## src/hdl/msqrt_pkg.sv

```systemverilog
package msqrt_pkg;

    localparam int W = 32;
    localparam int CW = 6;

    typedef logic [W-1:0] word_t;

    typedef enum logic [4:0] {
        ST_IDLE,
        ST_REDUCE,
        ST_CLASSIFY,
        ST_EULER_SETUP,
        ST_POW_STEP,
        ST_MUL_RUN,
        ST_EULER_DONE,
        ST_ZSCAN_NEXT,
        ST_ZSCAN_DONE,
        ST_C_DONE,
        ST_R_DONE,
        ST_T_DONE,
        ST_LOOP_TOP,
        ST_SQ_DONE,
        ST_BSQ_DONE,
        ST_RB_DONE,
        ST_BB_DONE,
        ST_TBB_DONE,
        ST_FINISH
    } state_t;

    typedef enum logic [2:0] {
        PW_EULER,
        PW_SHORT,
        PW_ZTEST,
        PW_C,
        PW_R,
        PW_T
    } pow_t;

endpackage

```

## src/hdl/modular_square_root_unit.sv

```systemverilog
// Modular square root unit (Tonelli-Shanks), digit serial.
//
// Write the 32-bit modulus through cfg_we/cfg_data while the unit is idle;
// it resets to 3. Pulse start with value while busy is low to issue a
// request. busy stays high while the request is worked on. When the answer
// is ready, done is high for exactly one cycle with root and has_root; the
// receiver cannot stall and must take it in that cycle. busy falls in the
// cycle done is shown, so the next request can be issued right after.
//
// Every modular product goes through one bit-serial multiplier that takes
// one multiplier bit per cycle; the input reduction is a restoring
// divider, one bit per cycle. Latency is data dependent: it grows when
// p - 1 carries many factors of two or the non-residue scan runs long.
// One request is in flight at a time.
// Reset returns the unit to idle with no request pending.
module modular_square_root_unit (
    input  logic                   clk,
    input  logic                   rst_n,
    input  logic                   cfg_we,
    input  logic [31:0]            cfg_data,
    input  logic                   start,
    input  logic [31:0]            value,
    output logic                   busy,
    output logic                   done,
    output logic [31:0]            root,
    output logic                   has_root
);
    import msqrt_pkg::*;

    state_t state_reg, state_next;
    pow_t   pow_reg, pow_next;
    state_t ret_reg, ret_next;

    word_t p_reg;
    word_t n_reg, n_next;
    word_t q_reg, q_next;
    logic [CW-1:0] s_reg, s_next;
    logic [CW-1:0] m_reg, m_next;
    logic [CW-1:0] i_reg, i_next;
    logic [CW-1:0] cnt_reg, cnt_next;
    word_t z_reg, z_next;
    word_t c_reg, c_next;
    word_t r_reg, r_next;
    word_t t_reg, t_next;
    word_t b_reg, b_next;
    word_t sq_reg, sq_next;

    word_t pb_reg, pb_next;
    word_t pr_reg, pr_next;
    word_t pe_reg, pe_next;
    logic  sqphase_reg, sqphase_next;

    word_t ma_reg, ma_next;
    word_t mb_reg, mb_next;
    word_t macc_reg, macc_next;

    word_t dq_reg, dq_next;
    logic [W:0] drem_reg, drem_next;

    word_t root_reg, root_next;
    logic  has_reg, has_next;
    logic  done_reg, done_next;

    function automatic word_t addm(word_t a, word_t b, word_t m);
        logic [W:0] s;
        logic [W:0] d;
        begin
            s = {1'b0, a} + {1'b0, b};
            d = s - {1'b0, m};
            addm = (s >= {1'b0, m}) ? d[W-1:0] : s[W-1:0];
        end
    endfunction

    word_t dbl;
    word_t dbla;
    logic [W:0] dtry;

    always_comb
    begin
        dbl  = addm(macc_reg, macc_reg, p_reg);
        dbla = mb_reg[W-1] ? addm(dbl, ma_reg, p_reg) : dbl;
        dtry = {drem_reg[W-1:0], dq_reg[W-1]} - {1'b0, p_reg};
    end

    always_ff @(posedge clk or negedge rst_n)
    begin
        if (!rst_n)
        begin
            state_reg <= ST_IDLE;
            done_reg  <= 1'b0;
            p_reg     <= word_t'(3);
        end
        else
        begin
            state_reg <= state_next;
            done_reg  <= done_next;
            if (cfg_we)
                p_reg <= cfg_data;
        end
    end

    always_ff @(posedge clk)
    begin
        pow_reg <= pow_next; ret_reg <= ret_next;
        n_reg <= n_next; q_reg <= q_next; s_reg <= s_next; m_reg <= m_next;
        i_reg <= i_next; cnt_reg <= cnt_next; z_reg <= z_next;
        c_reg <= c_next; r_reg <= r_next; t_reg <= t_next; b_reg <= b_next;
        sq_reg <= sq_next; pb_reg <= pb_next; pr_reg <= pr_next;
        pe_reg <= pe_next; sqphase_reg <= sqphase_next;
        ma_reg <= ma_next; mb_reg <= mb_next; macc_reg <= macc_next;
        dq_reg <= dq_next; drem_reg <= drem_next;
        root_reg <= root_next; has_reg <= has_next;
    end

    always_comb
    begin
        state_next = state_reg; pow_next = pow_reg; ret_next = ret_reg;
        n_next = n_reg; q_next = q_reg; s_next = s_reg; m_next = m_reg;
        i_next = i_reg; cnt_next = cnt_reg; z_next = z_reg;
        c_next = c_reg; r_next = r_reg; t_next = t_reg; b_next = b_reg;
        sq_next = sq_reg; pb_next = pb_reg; pr_next = pr_reg;
        pe_next = pe_reg; sqphase_next = sqphase_reg;
        ma_next = ma_reg; mb_next = mb_reg; macc_next = macc_reg;
        dq_next = dq_reg; drem_next = drem_reg;
        root_next = root_reg; has_next = has_reg;
        done_next = 1'b0;

        unique case (state_reg)
            ST_IDLE:
            begin
                if (start)
                begin
                    dq_next   = value;
                    drem_next = '0;
                    cnt_next  = '0;
                    root_next = '0;
                    has_next  = 1'b0;
                    if (p_reg == '0)
                        state_next = ST_FINISH;
                    else if (p_reg == word_t'(1))
                    begin
                        has_next   = 1'b1;
                        state_next = ST_FINISH;
                    end
                    else
                        state_next = ST_REDUCE;
                end
            end

            // restoring division, one quotient bit a cycle; keep remainder
            ST_REDUCE:
            begin
                if (!dtry[W])
                    drem_next = dtry;
                else
                    drem_next = {drem_reg[W-1:0], dq_reg[W-1]};
                dq_next  = {dq_reg[W-2:0], 1'b0};
                cnt_next = cnt_reg + 1'b1;
                if (cnt_reg == CW'(W - 1))
                    state_next = ST_CLASSIFY;
            end

            ST_CLASSIFY:
            begin
                n_next = drem_reg[W-1:0];
                q_next = p_reg - 1'b1;
                s_next = '0;
                if (p_reg == word_t'(2))
                begin
                    root_next  = drem_reg[W-1:0];
                    has_next   = 1'b1;
                    state_next = ST_FINISH;
                end
                else if (!p_reg[0])
                    state_next = ST_FINISH;
                else if (drem_reg[W-1:0] == '0)
                begin
                    has_next   = 1'b1;
                    state_next = ST_FINISH;
                end
                else
                    state_next = ST_EULER_SETUP;
            end

            // strip factors of two from p-1, then test Euler's criterion
            ST_EULER_SETUP:
            begin
                if (!q_reg[0])
                begin
                    q_next = q_reg >> 1;
                    s_next = s_reg + 1'b1;
                end
                else
                begin
                    pb_next = n_reg; pe_next = p_reg >> 1; pr_next = word_t'(1);
                    pow_next = PW_EULER; sqphase_next = 1'b0;
                    state_next = ST_POW_STEP;
                end
            end

            // square-and-multiply: launch one product at a time
            ST_POW_STEP:
            begin
                if (pe_reg == '0)
                begin
                    unique case (pow_reg)
                        PW_EULER: state_next = ST_EULER_DONE;
                        PW_SHORT:
                        begin
                            root_next = pr_reg; has_next = 1'b1;
                            state_next = ST_FINISH;
                        end
                        PW_ZTEST: state_next = ST_ZSCAN_DONE;
                        PW_C:     state_next = ST_C_DONE;
                        PW_R:     state_next = ST_R_DONE;
                        PW_T:     state_next = ST_T_DONE;
                        default:  state_next = ST_FINISH;
                    endcase
                end
                else
                begin
                    macc_next = '0; cnt_next = '0;
                    ret_next = ST_POW_STEP;
                    state_next = ST_MUL_RUN;
                    if (!sqphase_reg && pe_reg[0])
                    begin
                        ma_next = pr_reg; mb_next = pb_reg;
                    end
                    else
                    begin
                        ma_next = pb_reg; mb_next = pb_reg;
                    end
                end
            end

            ST_MUL_RUN:
            begin
                macc_next = dbla;
                mb_next   = {mb_reg[W-2:0], 1'b0};
                cnt_next  = cnt_reg + 1'b1;
                if (cnt_reg == CW'(W - 1))
                begin
                    state_next = ret_reg;
                    if (ret_reg == ST_POW_STEP)
                    begin
                        if (!sqphase_reg && pe_reg[0])
                        begin
                            pr_next = dbla; sqphase_next = 1'b1;
                        end
                        else
                        begin
                            pb_next = dbla; pe_next = pe_reg >> 1;
                            sqphase_next = 1'b0;
                        end
                    end
                end
            end

            ST_EULER_DONE:
            begin
                if (pr_reg != word_t'(1))
                    state_next = ST_FINISH;
                else if (s_reg == CW'(1))
                begin
                    pb_next = n_reg; pe_next = (p_reg >> 2) + 1'b1;
                    pr_next = word_t'(1); pow_next = PW_SHORT;
                    state_next = ST_POW_STEP;
                end
                else
                begin
                    z_next = word_t'(2);
                    state_next = ST_ZSCAN_NEXT;
                end
            end

            ST_ZSCAN_NEXT:
            begin
                if (z_reg >= p_reg)
                    state_next = ST_FINISH;
                else
                begin
                    pb_next = z_reg; pe_next = p_reg >> 1; pr_next = word_t'(1);
                    pow_next = PW_ZTEST; state_next = ST_POW_STEP;
                end
            end

            ST_ZSCAN_DONE:
            begin
                if (pr_reg == word_t'(1))
                begin
                    z_next = z_reg + 1'b1;
                    state_next = ST_ZSCAN_NEXT;
                end
                else
                begin
                    pb_next = z_reg; pe_next = q_reg; pr_next = word_t'(1);
                    pow_next = PW_C; state_next = ST_POW_STEP;
                end
            end

            ST_C_DONE:
            begin
                c_next = pr_reg;
                pb_next = n_reg; pe_next = (q_reg >> 1) + 1'b1;
                pr_next = word_t'(1); pow_next = PW_R; state_next = ST_POW_STEP;
            end

            ST_R_DONE:
            begin
                r_next = pr_reg;
                pb_next = n_reg; pe_next = q_reg; pr_next = word_t'(1);
                pow_next = PW_T; state_next = ST_POW_STEP;
            end

            ST_T_DONE:
            begin
                t_next = pr_reg; m_next = s_reg;
                state_next = ST_LOOP_TOP;
            end

            ST_LOOP_TOP:
            begin
                if (t_reg == word_t'(1))
                begin
                    root_next = r_reg; has_next = 1'b1;
                    state_next = ST_FINISH;
                end
                else
                begin
                    i_next = CW'(1);
                    ma_next = t_reg; mb_next = t_reg; macc_next = '0;
                    cnt_next = '0; ret_next = ST_SQ_DONE;
                    state_next = ST_MUL_RUN;
                end
            end

            ST_SQ_DONE:
            begin
                if (i_reg < m_reg && macc_reg != word_t'(1))
                begin
                    i_next = i_reg + 1'b1;
                    ma_next = macc_reg; mb_next = macc_reg; macc_next = '0;
                    cnt_next = '0; ret_next = ST_SQ_DONE;
                    state_next = ST_MUL_RUN;
                end
                else if (i_reg >= m_reg)
                    state_next = ST_FINISH;
                else
                begin
                    b_next = c_reg; sq_next = word_t'({{(W-CW){1'b0}}, i_reg} + 1'b1);
                    state_next = ST_BSQ_DONE;
                    macc_next = c_reg;
                end
            end

            // square b until its exponent index reaches m, then launch the r*b product
            ST_BSQ_DONE:
            begin
                b_next = macc_reg;
                if (sq_reg[CW-1:0] < m_reg)
                begin
                    sq_next = sq_reg + 1'b1;
                    ma_next = macc_reg; mb_next = macc_reg; macc_next = '0;
                    cnt_next = '0; ret_next = ST_BSQ_DONE;
                    state_next = ST_MUL_RUN;
                end
                else
                begin
                    ma_next = r_reg; mb_next = macc_reg; macc_next = '0;
                    cnt_next = '0; ret_next = ST_RB_DONE;
                    state_next = ST_MUL_RUN;
                end
            end

            ST_RB_DONE:
            begin
                r_next = macc_reg;
                ma_next = b_reg; mb_next = b_reg; macc_next = '0;
                cnt_next = '0; ret_next = ST_BB_DONE;
                state_next = ST_MUL_RUN;
            end

            ST_BB_DONE:
            begin
                c_next = macc_reg;
                ma_next = t_reg; mb_next = macc_reg; macc_next = '0;
                cnt_next = '0; ret_next = ST_TBB_DONE;
                state_next = ST_MUL_RUN;
            end

            ST_TBB_DONE:
            begin
                t_next = macc_reg; m_next = i_reg;
                state_next = ST_LOOP_TOP;
            end

            ST_FINISH:
            begin
                done_next  = 1'b1;
                state_next = ST_IDLE;
            end

            default: state_next = ST_IDLE;
        endcase
    end

    assign busy     = (state_reg != ST_IDLE);
    assign done     = done_reg;
    assign root     = root_reg;
    assign has_root = has_reg;

    a_done_idle: assert property (@(posedge clk) disable iff (!rst_n)
        done |-> !busy) else $error("done while busy");
    a_done_from_finish: assert property (@(posedge clk) disable iff (!rst_n)
        done |-> $past(state_reg) == ST_FINISH) else $error("stray done");
    a_no_root_zero: assert property (@(posedge clk) disable iff (!rst_n)
        (done && !has_root) |-> root == '0) else $error("root without has_root");
    a_start_busy: assert property (@(posedge clk) disable iff (!rst_n)
        (start && !busy) |=> busy) else $error("request not taken");

endmodule
```

## config.mk

```make
export PLATFORM = sky130hd
export DESIGN_NAME = modular_square_root_unit
export DESIGN_NICKNAME = d
export VERILOG_FILES = /design/src/hdl/msqrt_pkg.sv /design/src/hdl/modular_square_root_unit.sv
export SDC_FILE = /design/constraint.sdc
export NUM_CORES = 2
export LEC_CHECK = 0
export ABC_AREA = 1
export BUFFER_PORTS_ARGS = -buffer_cell sky130_fd_sc_hd__clkbuf_2
export CAP_MARGIN = 20
export CORE_MARGIN = 5
export CORE_UTILIZATION = 45
export CTS_CLUSTER_DIAMETER = 200
export DETAILED_ROUTE_END_ITERATION = 8
export REMOVE_ABC_BUFFERS = 1
export SYNTH_ARGS = -nofsm -noshare
export SYNTH_HDL_FRONTEND = slang
export SYNTH_SLANG_ARGS = --single-unit
```

## constraint.sdc

```tcl
create_clock -name clk -period 7.4 [get_ports clk]
set_input_delay 0.74 -clock clk [delete_from_list [all_inputs] [get_ports clk]]
set_output_delay 0.74 -clock clk [all_outputs]
set_load 0.01 [all_outputs]
```

=== After elaboration in Yosys (flattened, before gate mapping) ===
Index checks and enable logic that the tools add are counted.
Widths: inputs -> output; s select.

* Logic and storage cells: 283
* Input bits: 68
* Register bits after elaboration: 616

* Reductions and logical operators: 49
* Mux-type cells: 126
* $lt $le $gt $ge: 6
* Add/subtract/negate cells: 14
* Eq/ne operators: 59

{| class="wikitable"
|+ Operators with widths
! operator !! number
|-
| $mux 32 || 53
|-
| $pmux 32 s6 || 4
|-
| $pmux 32 s2 || 9
|-
| $pmux 32 s7 || 1
|-
| $pmux 32 s5 || 1
|-
| $pmux 32 s4 || 1
|-
| $eq 32x1->1 const B || 3
|-
| $logic_not 32->1 || 3
|-
| $mux 5 || 18
|-
| $pmux 5 s14 || 1
|-
| $add 32x32->33 || 2
|-
| $ge 33x32->1 || 2
|-
| $add 32x1->32 const B || 2
|-
| $ne 32x1->1 const B || 2
|-
| $sub 32x32->32 || 2
|-
| $ne 2x2->1 const B || 23
|-
| $mux 6 || 7
|-
| $eq 5x4->1 const B || 8
|-
| $pmux 6 s2 || 3
|-
| $pmux 6 s6 || 1
|-
| $sub 33x32->33 || 1
|-
| $add 31x1->32 const B || 1
|-
| $eq 32x2->1 const B || 1
|-
| $ge 32x32->1 || 1
|-
| other kinds (43) || 104
|}

=== Depth between registers and ports, before layout ===
* Depth in word-level cells: 11
* Gate-level depth with buffers: 48
* Mapped depth without buffers: 45

=== Worst setup path before layout ===
OpenSTA, ideal clock, no wires.

* Path kind: register to register
* From: register p_reg[23]
* To: register pb_reg[2], data pin
* Setup slack: 2.153 ns
* Data required time: 7.143 ns
* Stages on the path, launching flop included: 44
* Arrival time: 4.990 ns
* Cells stage by stage: dfrtp_1 > clkbuf_1 > inv_1 > ha_1 > nand2_1 > nor2_1 > nand2_1 > nor2_1 > nand4_1 > nand2_1 > nor2_2 > nand2_4 > buf_6 > inv_2 > nor2_1 > ha_1 > inv_1 > fa_1 > [... 8 more ...] > nand3_1 > nand2_1 > ha_1 > nand2_1 > nor2_1 > nand2_1 > nor3_2 > nand2_1 > inv_2 > nor2_2 > nor2_4 > nor2_4 > buf_6 > buf_12 > nand2_2 > nand3_2 > nand3_2 > nand2_1

* Cells in the longest elaborated chain, start to end: 10

{| class="wikitable"
|+ RTL lines
! element !! line !! source
|-
| start, declared || modular_square_root_unit.sv:34 || <nowiki>word_t p_reg;</nowiki>
|-
| start signal, assigned || modular_square_root_unit.sv:91 || <nowiki>p_reg <= word_t'(3);</nowiki>
|-
| start signal, assigned || modular_square_root_unit.sv:98 || <nowiki>p_reg <= cfg_data;</nowiki>
|-
| $ge 33x32->1 / $sub 32x32->32 (equally long branches) || modular_square_root_unit.sv:70, modular_square_root_unit.sv:69 ||
|-
| $mux 32 || modular_square_root_unit.sv:70 || <nowiki>addm = (s >= {1'b0, m}) ? d[W-1:0] : s[W-1:0];</nowiki>
|-
| $add 32x32->33 || modular_square_root_unit.sv:68 || <nowiki>s = {1'b0, a} + {1'b0, b};</nowiki>
|-
| $sub 32x32->32 / $ge 33x32->1 (equally long branches) || modular_square_root_unit.sv:69, modular_square_root_unit.sv:70 ||
|-
| $mux 32 || modular_square_root_unit.sv:70 ||
|-
| $mux 32 (*) || modular_square_root_unit.sv:81 || <nowiki>dbla = mb_reg[W-1] ? addm(dbl, ma_reg, p_reg) : dbl;</nowiki>
|-
| $mux 32 (*) || modular_square_root_unit.sv:246 || <nowiki>if (!sqphase_reg && pe_reg[0])</nowiki>
|-
| $mux 32 (*) || modular_square_root_unit.sv:244 || <nowiki>if (ret_reg == ST_POW_STEP)</nowiki>
|-
| $mux 32 (*) || modular_square_root_unit.sv:241 || <nowiki>if (cnt_reg == CW'(W - 1))</nowiki>
|-
| $pmux 32 s6 (*) || modular_square_root_unit.sv:128 || <nowiki>unique case (state_reg)</nowiki>
|-
| via pb_next[2] || modular_square_root_unit.sv:48 || <nowiki>word_t pb_reg, pb_next;</nowiki>
|-
| end signal, assigned || modular_square_root_unit.sv:108 || <nowiki>sq_reg <= sq_next; pb_reg <= pb_next; pr_reg <= pr_next;</nowiki>
|-
| end, declared || modular_square_root_unit.sv:48 ||
|}

Mark *: on every way through the listed nets, which the timed path passes. The rest lies on a longest branch. The select of a mux whose other input is x is not followed.
A chain may end at the register's enable or synchronous reset.

=== Final worst setup path ===
* From: register p_reg[20]
* To: register macc_reg[3], data pin

* Cells in the longest elaborated chain, start to end: 7

{| class="wikitable"
|+ RTL lines
! element !! line !! source
|-
| $ge 33x32->1 / $sub 32x32->32 (equally long branches) || modular_square_root_unit.sv:70, modular_square_root_unit.sv:69 ||
|-
| $mux 32 || modular_square_root_unit.sv:70 ||
|-
| $add 32x32->33 || modular_square_root_unit.sv:68 ||
|-
| $sub 32x32->32 / $ge 33x32->1 (equally long branches) || modular_square_root_unit.sv:69, modular_square_root_unit.sv:70 ||
|-
| $mux 32 || modular_square_root_unit.sv:70 ||
|-
| $mux 32 (*) || modular_square_root_unit.sv:81 ||
|-
| $pmux 32 s5 (*) || modular_square_root_unit.sv:128 ||
|-
| via macc_next[3] || modular_square_root_unit.sv:55 || <nowiki>word_t macc_reg, macc_next;</nowiki>
|-
| end signal, assigned || modular_square_root_unit.sv:110 || <nowiki>ma_reg <= ma_next; mb_reg <= mb_next; macc_reg <= macc_next;</nowiki>
|-
| end, declared || modular_square_root_unit.sv:55 ||
|}

Mark *: on every way through the listed nets, which the timed path passes. The rest lies on a longest branch.

==> run_results.csv <==
group,metric,value,unit
clocking,cts-buffers-inserted,70,
placed_design,gp_congestion,1.09,
floorplanning,die_h,316,um
floorplanning,die_area,99900,sq um
global_routing,grt_pass1_vias,38900,
detailed_routing,drtPass1Iterations,9,
timing,setup_viol,0,
global_routing,grt_start_max_net_pins,77,
floorplanning,core_area,93200,sq um
logic_synthesis,yosys_warnings,0,
logic_synthesis,synthTopCellsByArea,"edfxtp_1 39%, nand2_1 17%, inv_1 6.7%, ha_1 5.5%, nor2_1 4.4%",
critical_path,startpoint,"p_reg[20]$_DFFE_PN0P_",
critical_path,timing.rr.end,"macc_reg[3]$_DFFE_PP_",
final_layout,fill_cells,9270,
timing,worst_pin_slew,1300,ps
floorplanning,num_rows,112,
critical_path,crit_path_top_delay_cell,"dfrtp_1",
critical_path,reg2reg_from,"p_reg[20]$_DFFE_PN0P_",
detailed_routing,drc,0,
final_layout,seq_area,17500,sq um
timing,final.setup.tns,0,ps
critical_path,required,7790,ps
logic_synthesis,yosys.area.top_type,"edfxtp_1",
timing,worst_clock_skew,38.8,ps
job,drv_cap,0,
critical_path,endpoint,"macc_reg[3]$_DFFE_PP_",
logic_synthesis,synth_top_area_share,39.3,%
final_layout,drive_gt1_share,9.59,%
timing,fin_crit,7180,ps
global_routing,grt_remaining_overflow,0,
placed_design,hpwl,152000,um
floorplanning,start_util,45.2,%
logic_synthesis,synth.distinct_cells,64,
logic_synthesis,synth_edf_count,552,
logic_synthesis,netlist_instances,5690,
critical_path,crit_path_max_fanout,31,
timing,rsz0062_at_grt,"no",
floorplanning,ios,103,
logic_synthesis,ys_ff_latch,590,
clocking,cts_max_level,3,
clocking,tritoncts,"yes",
timing,max_slew_margin,13.6,%
clocking,cts_root_buf,"clkbuf_16",
detailed_routing,drt_iter0_drc,6585,
global_routing,grt_antenna_before_repair,11,
floorplanning,die_w,316,um
hold_path,min_path_type,"in2reg",
global_routing,grt_use_total,38.7,%
detailed_routing,ant_nets,0,
detailed_routing,wire_per_inst,27.7,um
logic_synthesis,seq_area_frac_synth,41.6,%
critical_path,worstSetupEndpointType,"register",
critical_path,cp_slowest_stage_delay,520,ps
final_layout,multiInputGateArea,20900,sq um
detailed_routing,via_per_inst,5.88,
detailed_routing,totalWireLength,199000,um
critical_path,cp_common_cell,"nand2_1",
logic_synthesis,synthMostInstantiatedCell,"nand2_1",
timing,max_freq,0.139,GHz
logic_synthesis,ys.flop_type,"edfxtp_1",
critical_path,cp.arrival,7570,ps
critical_path,rr_worst_depth,34,
timing,hold_violations,0,
global_routing,grt_pass1_wl,280000,um
logic_synthesis,synth_area_per_cell,7.41,sq um
timing,drv_slew,0,
logic_synthesis,netlist_area,42200,sq um
critical_path,rrSetupSlack,220,ps
clocking,path_clk_slew,60,ps
critical_path,crit_type,"reg2reg",
critical_path,crit_path_start_kind,"register",
clocking,clock_tree.buffer_depth,3,
final_layout,nNetsFinal,6124,
final_layout,syn_to_final_growth,12.2,%
timing,finalCritPeriodShare,97.1,%
outcome,status,"finished, final reports clean",
placed_design,placement.io_buffers,102,
logic_synthesis,synthTopCellsByCount,"1,871 x nand2_1, 749 x inv_1, 552 x edfxtp_1, 489 x nor2_1, 332 x o21ai_0",
logic_synthesis,async_flop_share,6.44,%
clocking,worstSkewPairLatency,670,ps
clocking,clkSinkCount,590,
detailed_routing,route.vias.total,42300,
==> cell usage in the layout (no fill, tap or decap), types with 11 or more instances in the layout <==
cell	instances
edfxtp_1	552
clkinv_1	25
dfrtp_1	36
o21ai_0	332
nand2_1	1867
o2111ai_1	12
nand3b_1	19
xor2_1	78
ha_1	184
xnor2_1	25
inv_2	38
nor2_4	16
o22ai_1	14
nor4_1	24
clkinv_2	11
a31oi_1	24
o211ai_1	25
clkbuf_16	70
nor2_2	28
a211oi_1	19
clkbuf_1	18
inv_1	747
o221ai_1	34
a21oi_1	198
a221oi_1	22
nand3_2	27
buf_4	178
nand3_1	303
and2_1	11
nor3_1	89
nor3b_1	11
nor2_1	476
clkbuf_2	102
nand4_1	97
nand2_2	25
or2_2	23
a22oi_1	41
o21ai_1	20
==> worst max-delay path, delay by kind of cell, from the launching register on <==
family	cells	cell delay, ps
fa+ha+maj	3	1290
buf+inv	5	660
compound gates	2	460
flops	1	520
simple gates	24	3960
==> layout make-up <==
cell class | instances | share of cell area [%]
Clock inverter | 38 | 0.847
Clock buffer | 91 | 3.93
Inverter | 797 | 6.33
Antenna cell | 9 | 0.0476
Sequential cell | 590 | 37.1
Timing Repair Buffer | 288 | 4.20
Tap cell | 1254 | 3.32
Multi-Input combinational cell | 4121 | 44.3
==> through the flow <==
stage          hold slack, ps  setup slack, ps  cell area, sq um  util (%)  instances
4_1_cts                   274              117             47100      50.6       7164
3_3_place_gp              465             9.92             44800      48.1       7032
3_5_place_dp              469              122             44900      48.1       7035
5_1_grt                   287             29.3             47300      50.7       7185
2_1_floorplan             444              467             41300         -       5507
6_report                  292              215             47300      50.8       7188
==> metal layers <==
metal  wire length [um]  vias up  global-route usage [%]
met1              80000    19800                    53.3
li1                   -    19200                       -
met5                 48        -                       0
met4              10500        8                    16.9
met2              82100     2839                    56.4
met3              26500      445                    12.2
==> repair_timing <==
action / 4_1_cts / 5_1_grt
endpoints found under the hold margin: 0 / 9
hold buffers: 0 / 1
buffers inserted: 0 / 11
gates resized for setup: 0 / 3
setup endpoints to repair: 0 / 96
==> how the worst min path moves through the flow <==
stage                               startpoint               endpoint  cells after the start
floorplan                                rst_n         done$_DFF_PN0_                      0
global placement    drem_reg[22]$_SDFFCE_PN0P_    n_reg[22]$_DFFE_PP_                      0
detailed placement  drem_reg[20]$_SDFFCE_PN0P_    n_reg[20]$_DFFE_PP_                      0
CTS                               cfg_data[29]  p_reg[29]$_DFFE_PN0P_                      3
global route                      cfg_data[15]  p_reg[15]$_DFFE_PN0P_                      3
finish                            cfg_data[15]  p_reg[15]$_DFFE_PN0P_                      3
==> cells by family (layout without fill, tap and decap cells) <==
logic type               Yosys count  after routing  share of synthesized area, %
other                              0              9                             0
AND/OR/NAND/NOR                 3037           3038                          30.5
buffers and inverters            980           1214                          9.11
flip-flops                       590            590                          41.6
XOR/XNOR                         103            103                          2.14
adder cells (fa/ha/maj)          188            188                          5.65
AO/OA/AOI/OAI                    792            792                          11.0
Power is not shown: default switching activity piles up to over one toggle a cycle in this logic, so the estimate is an artifact.
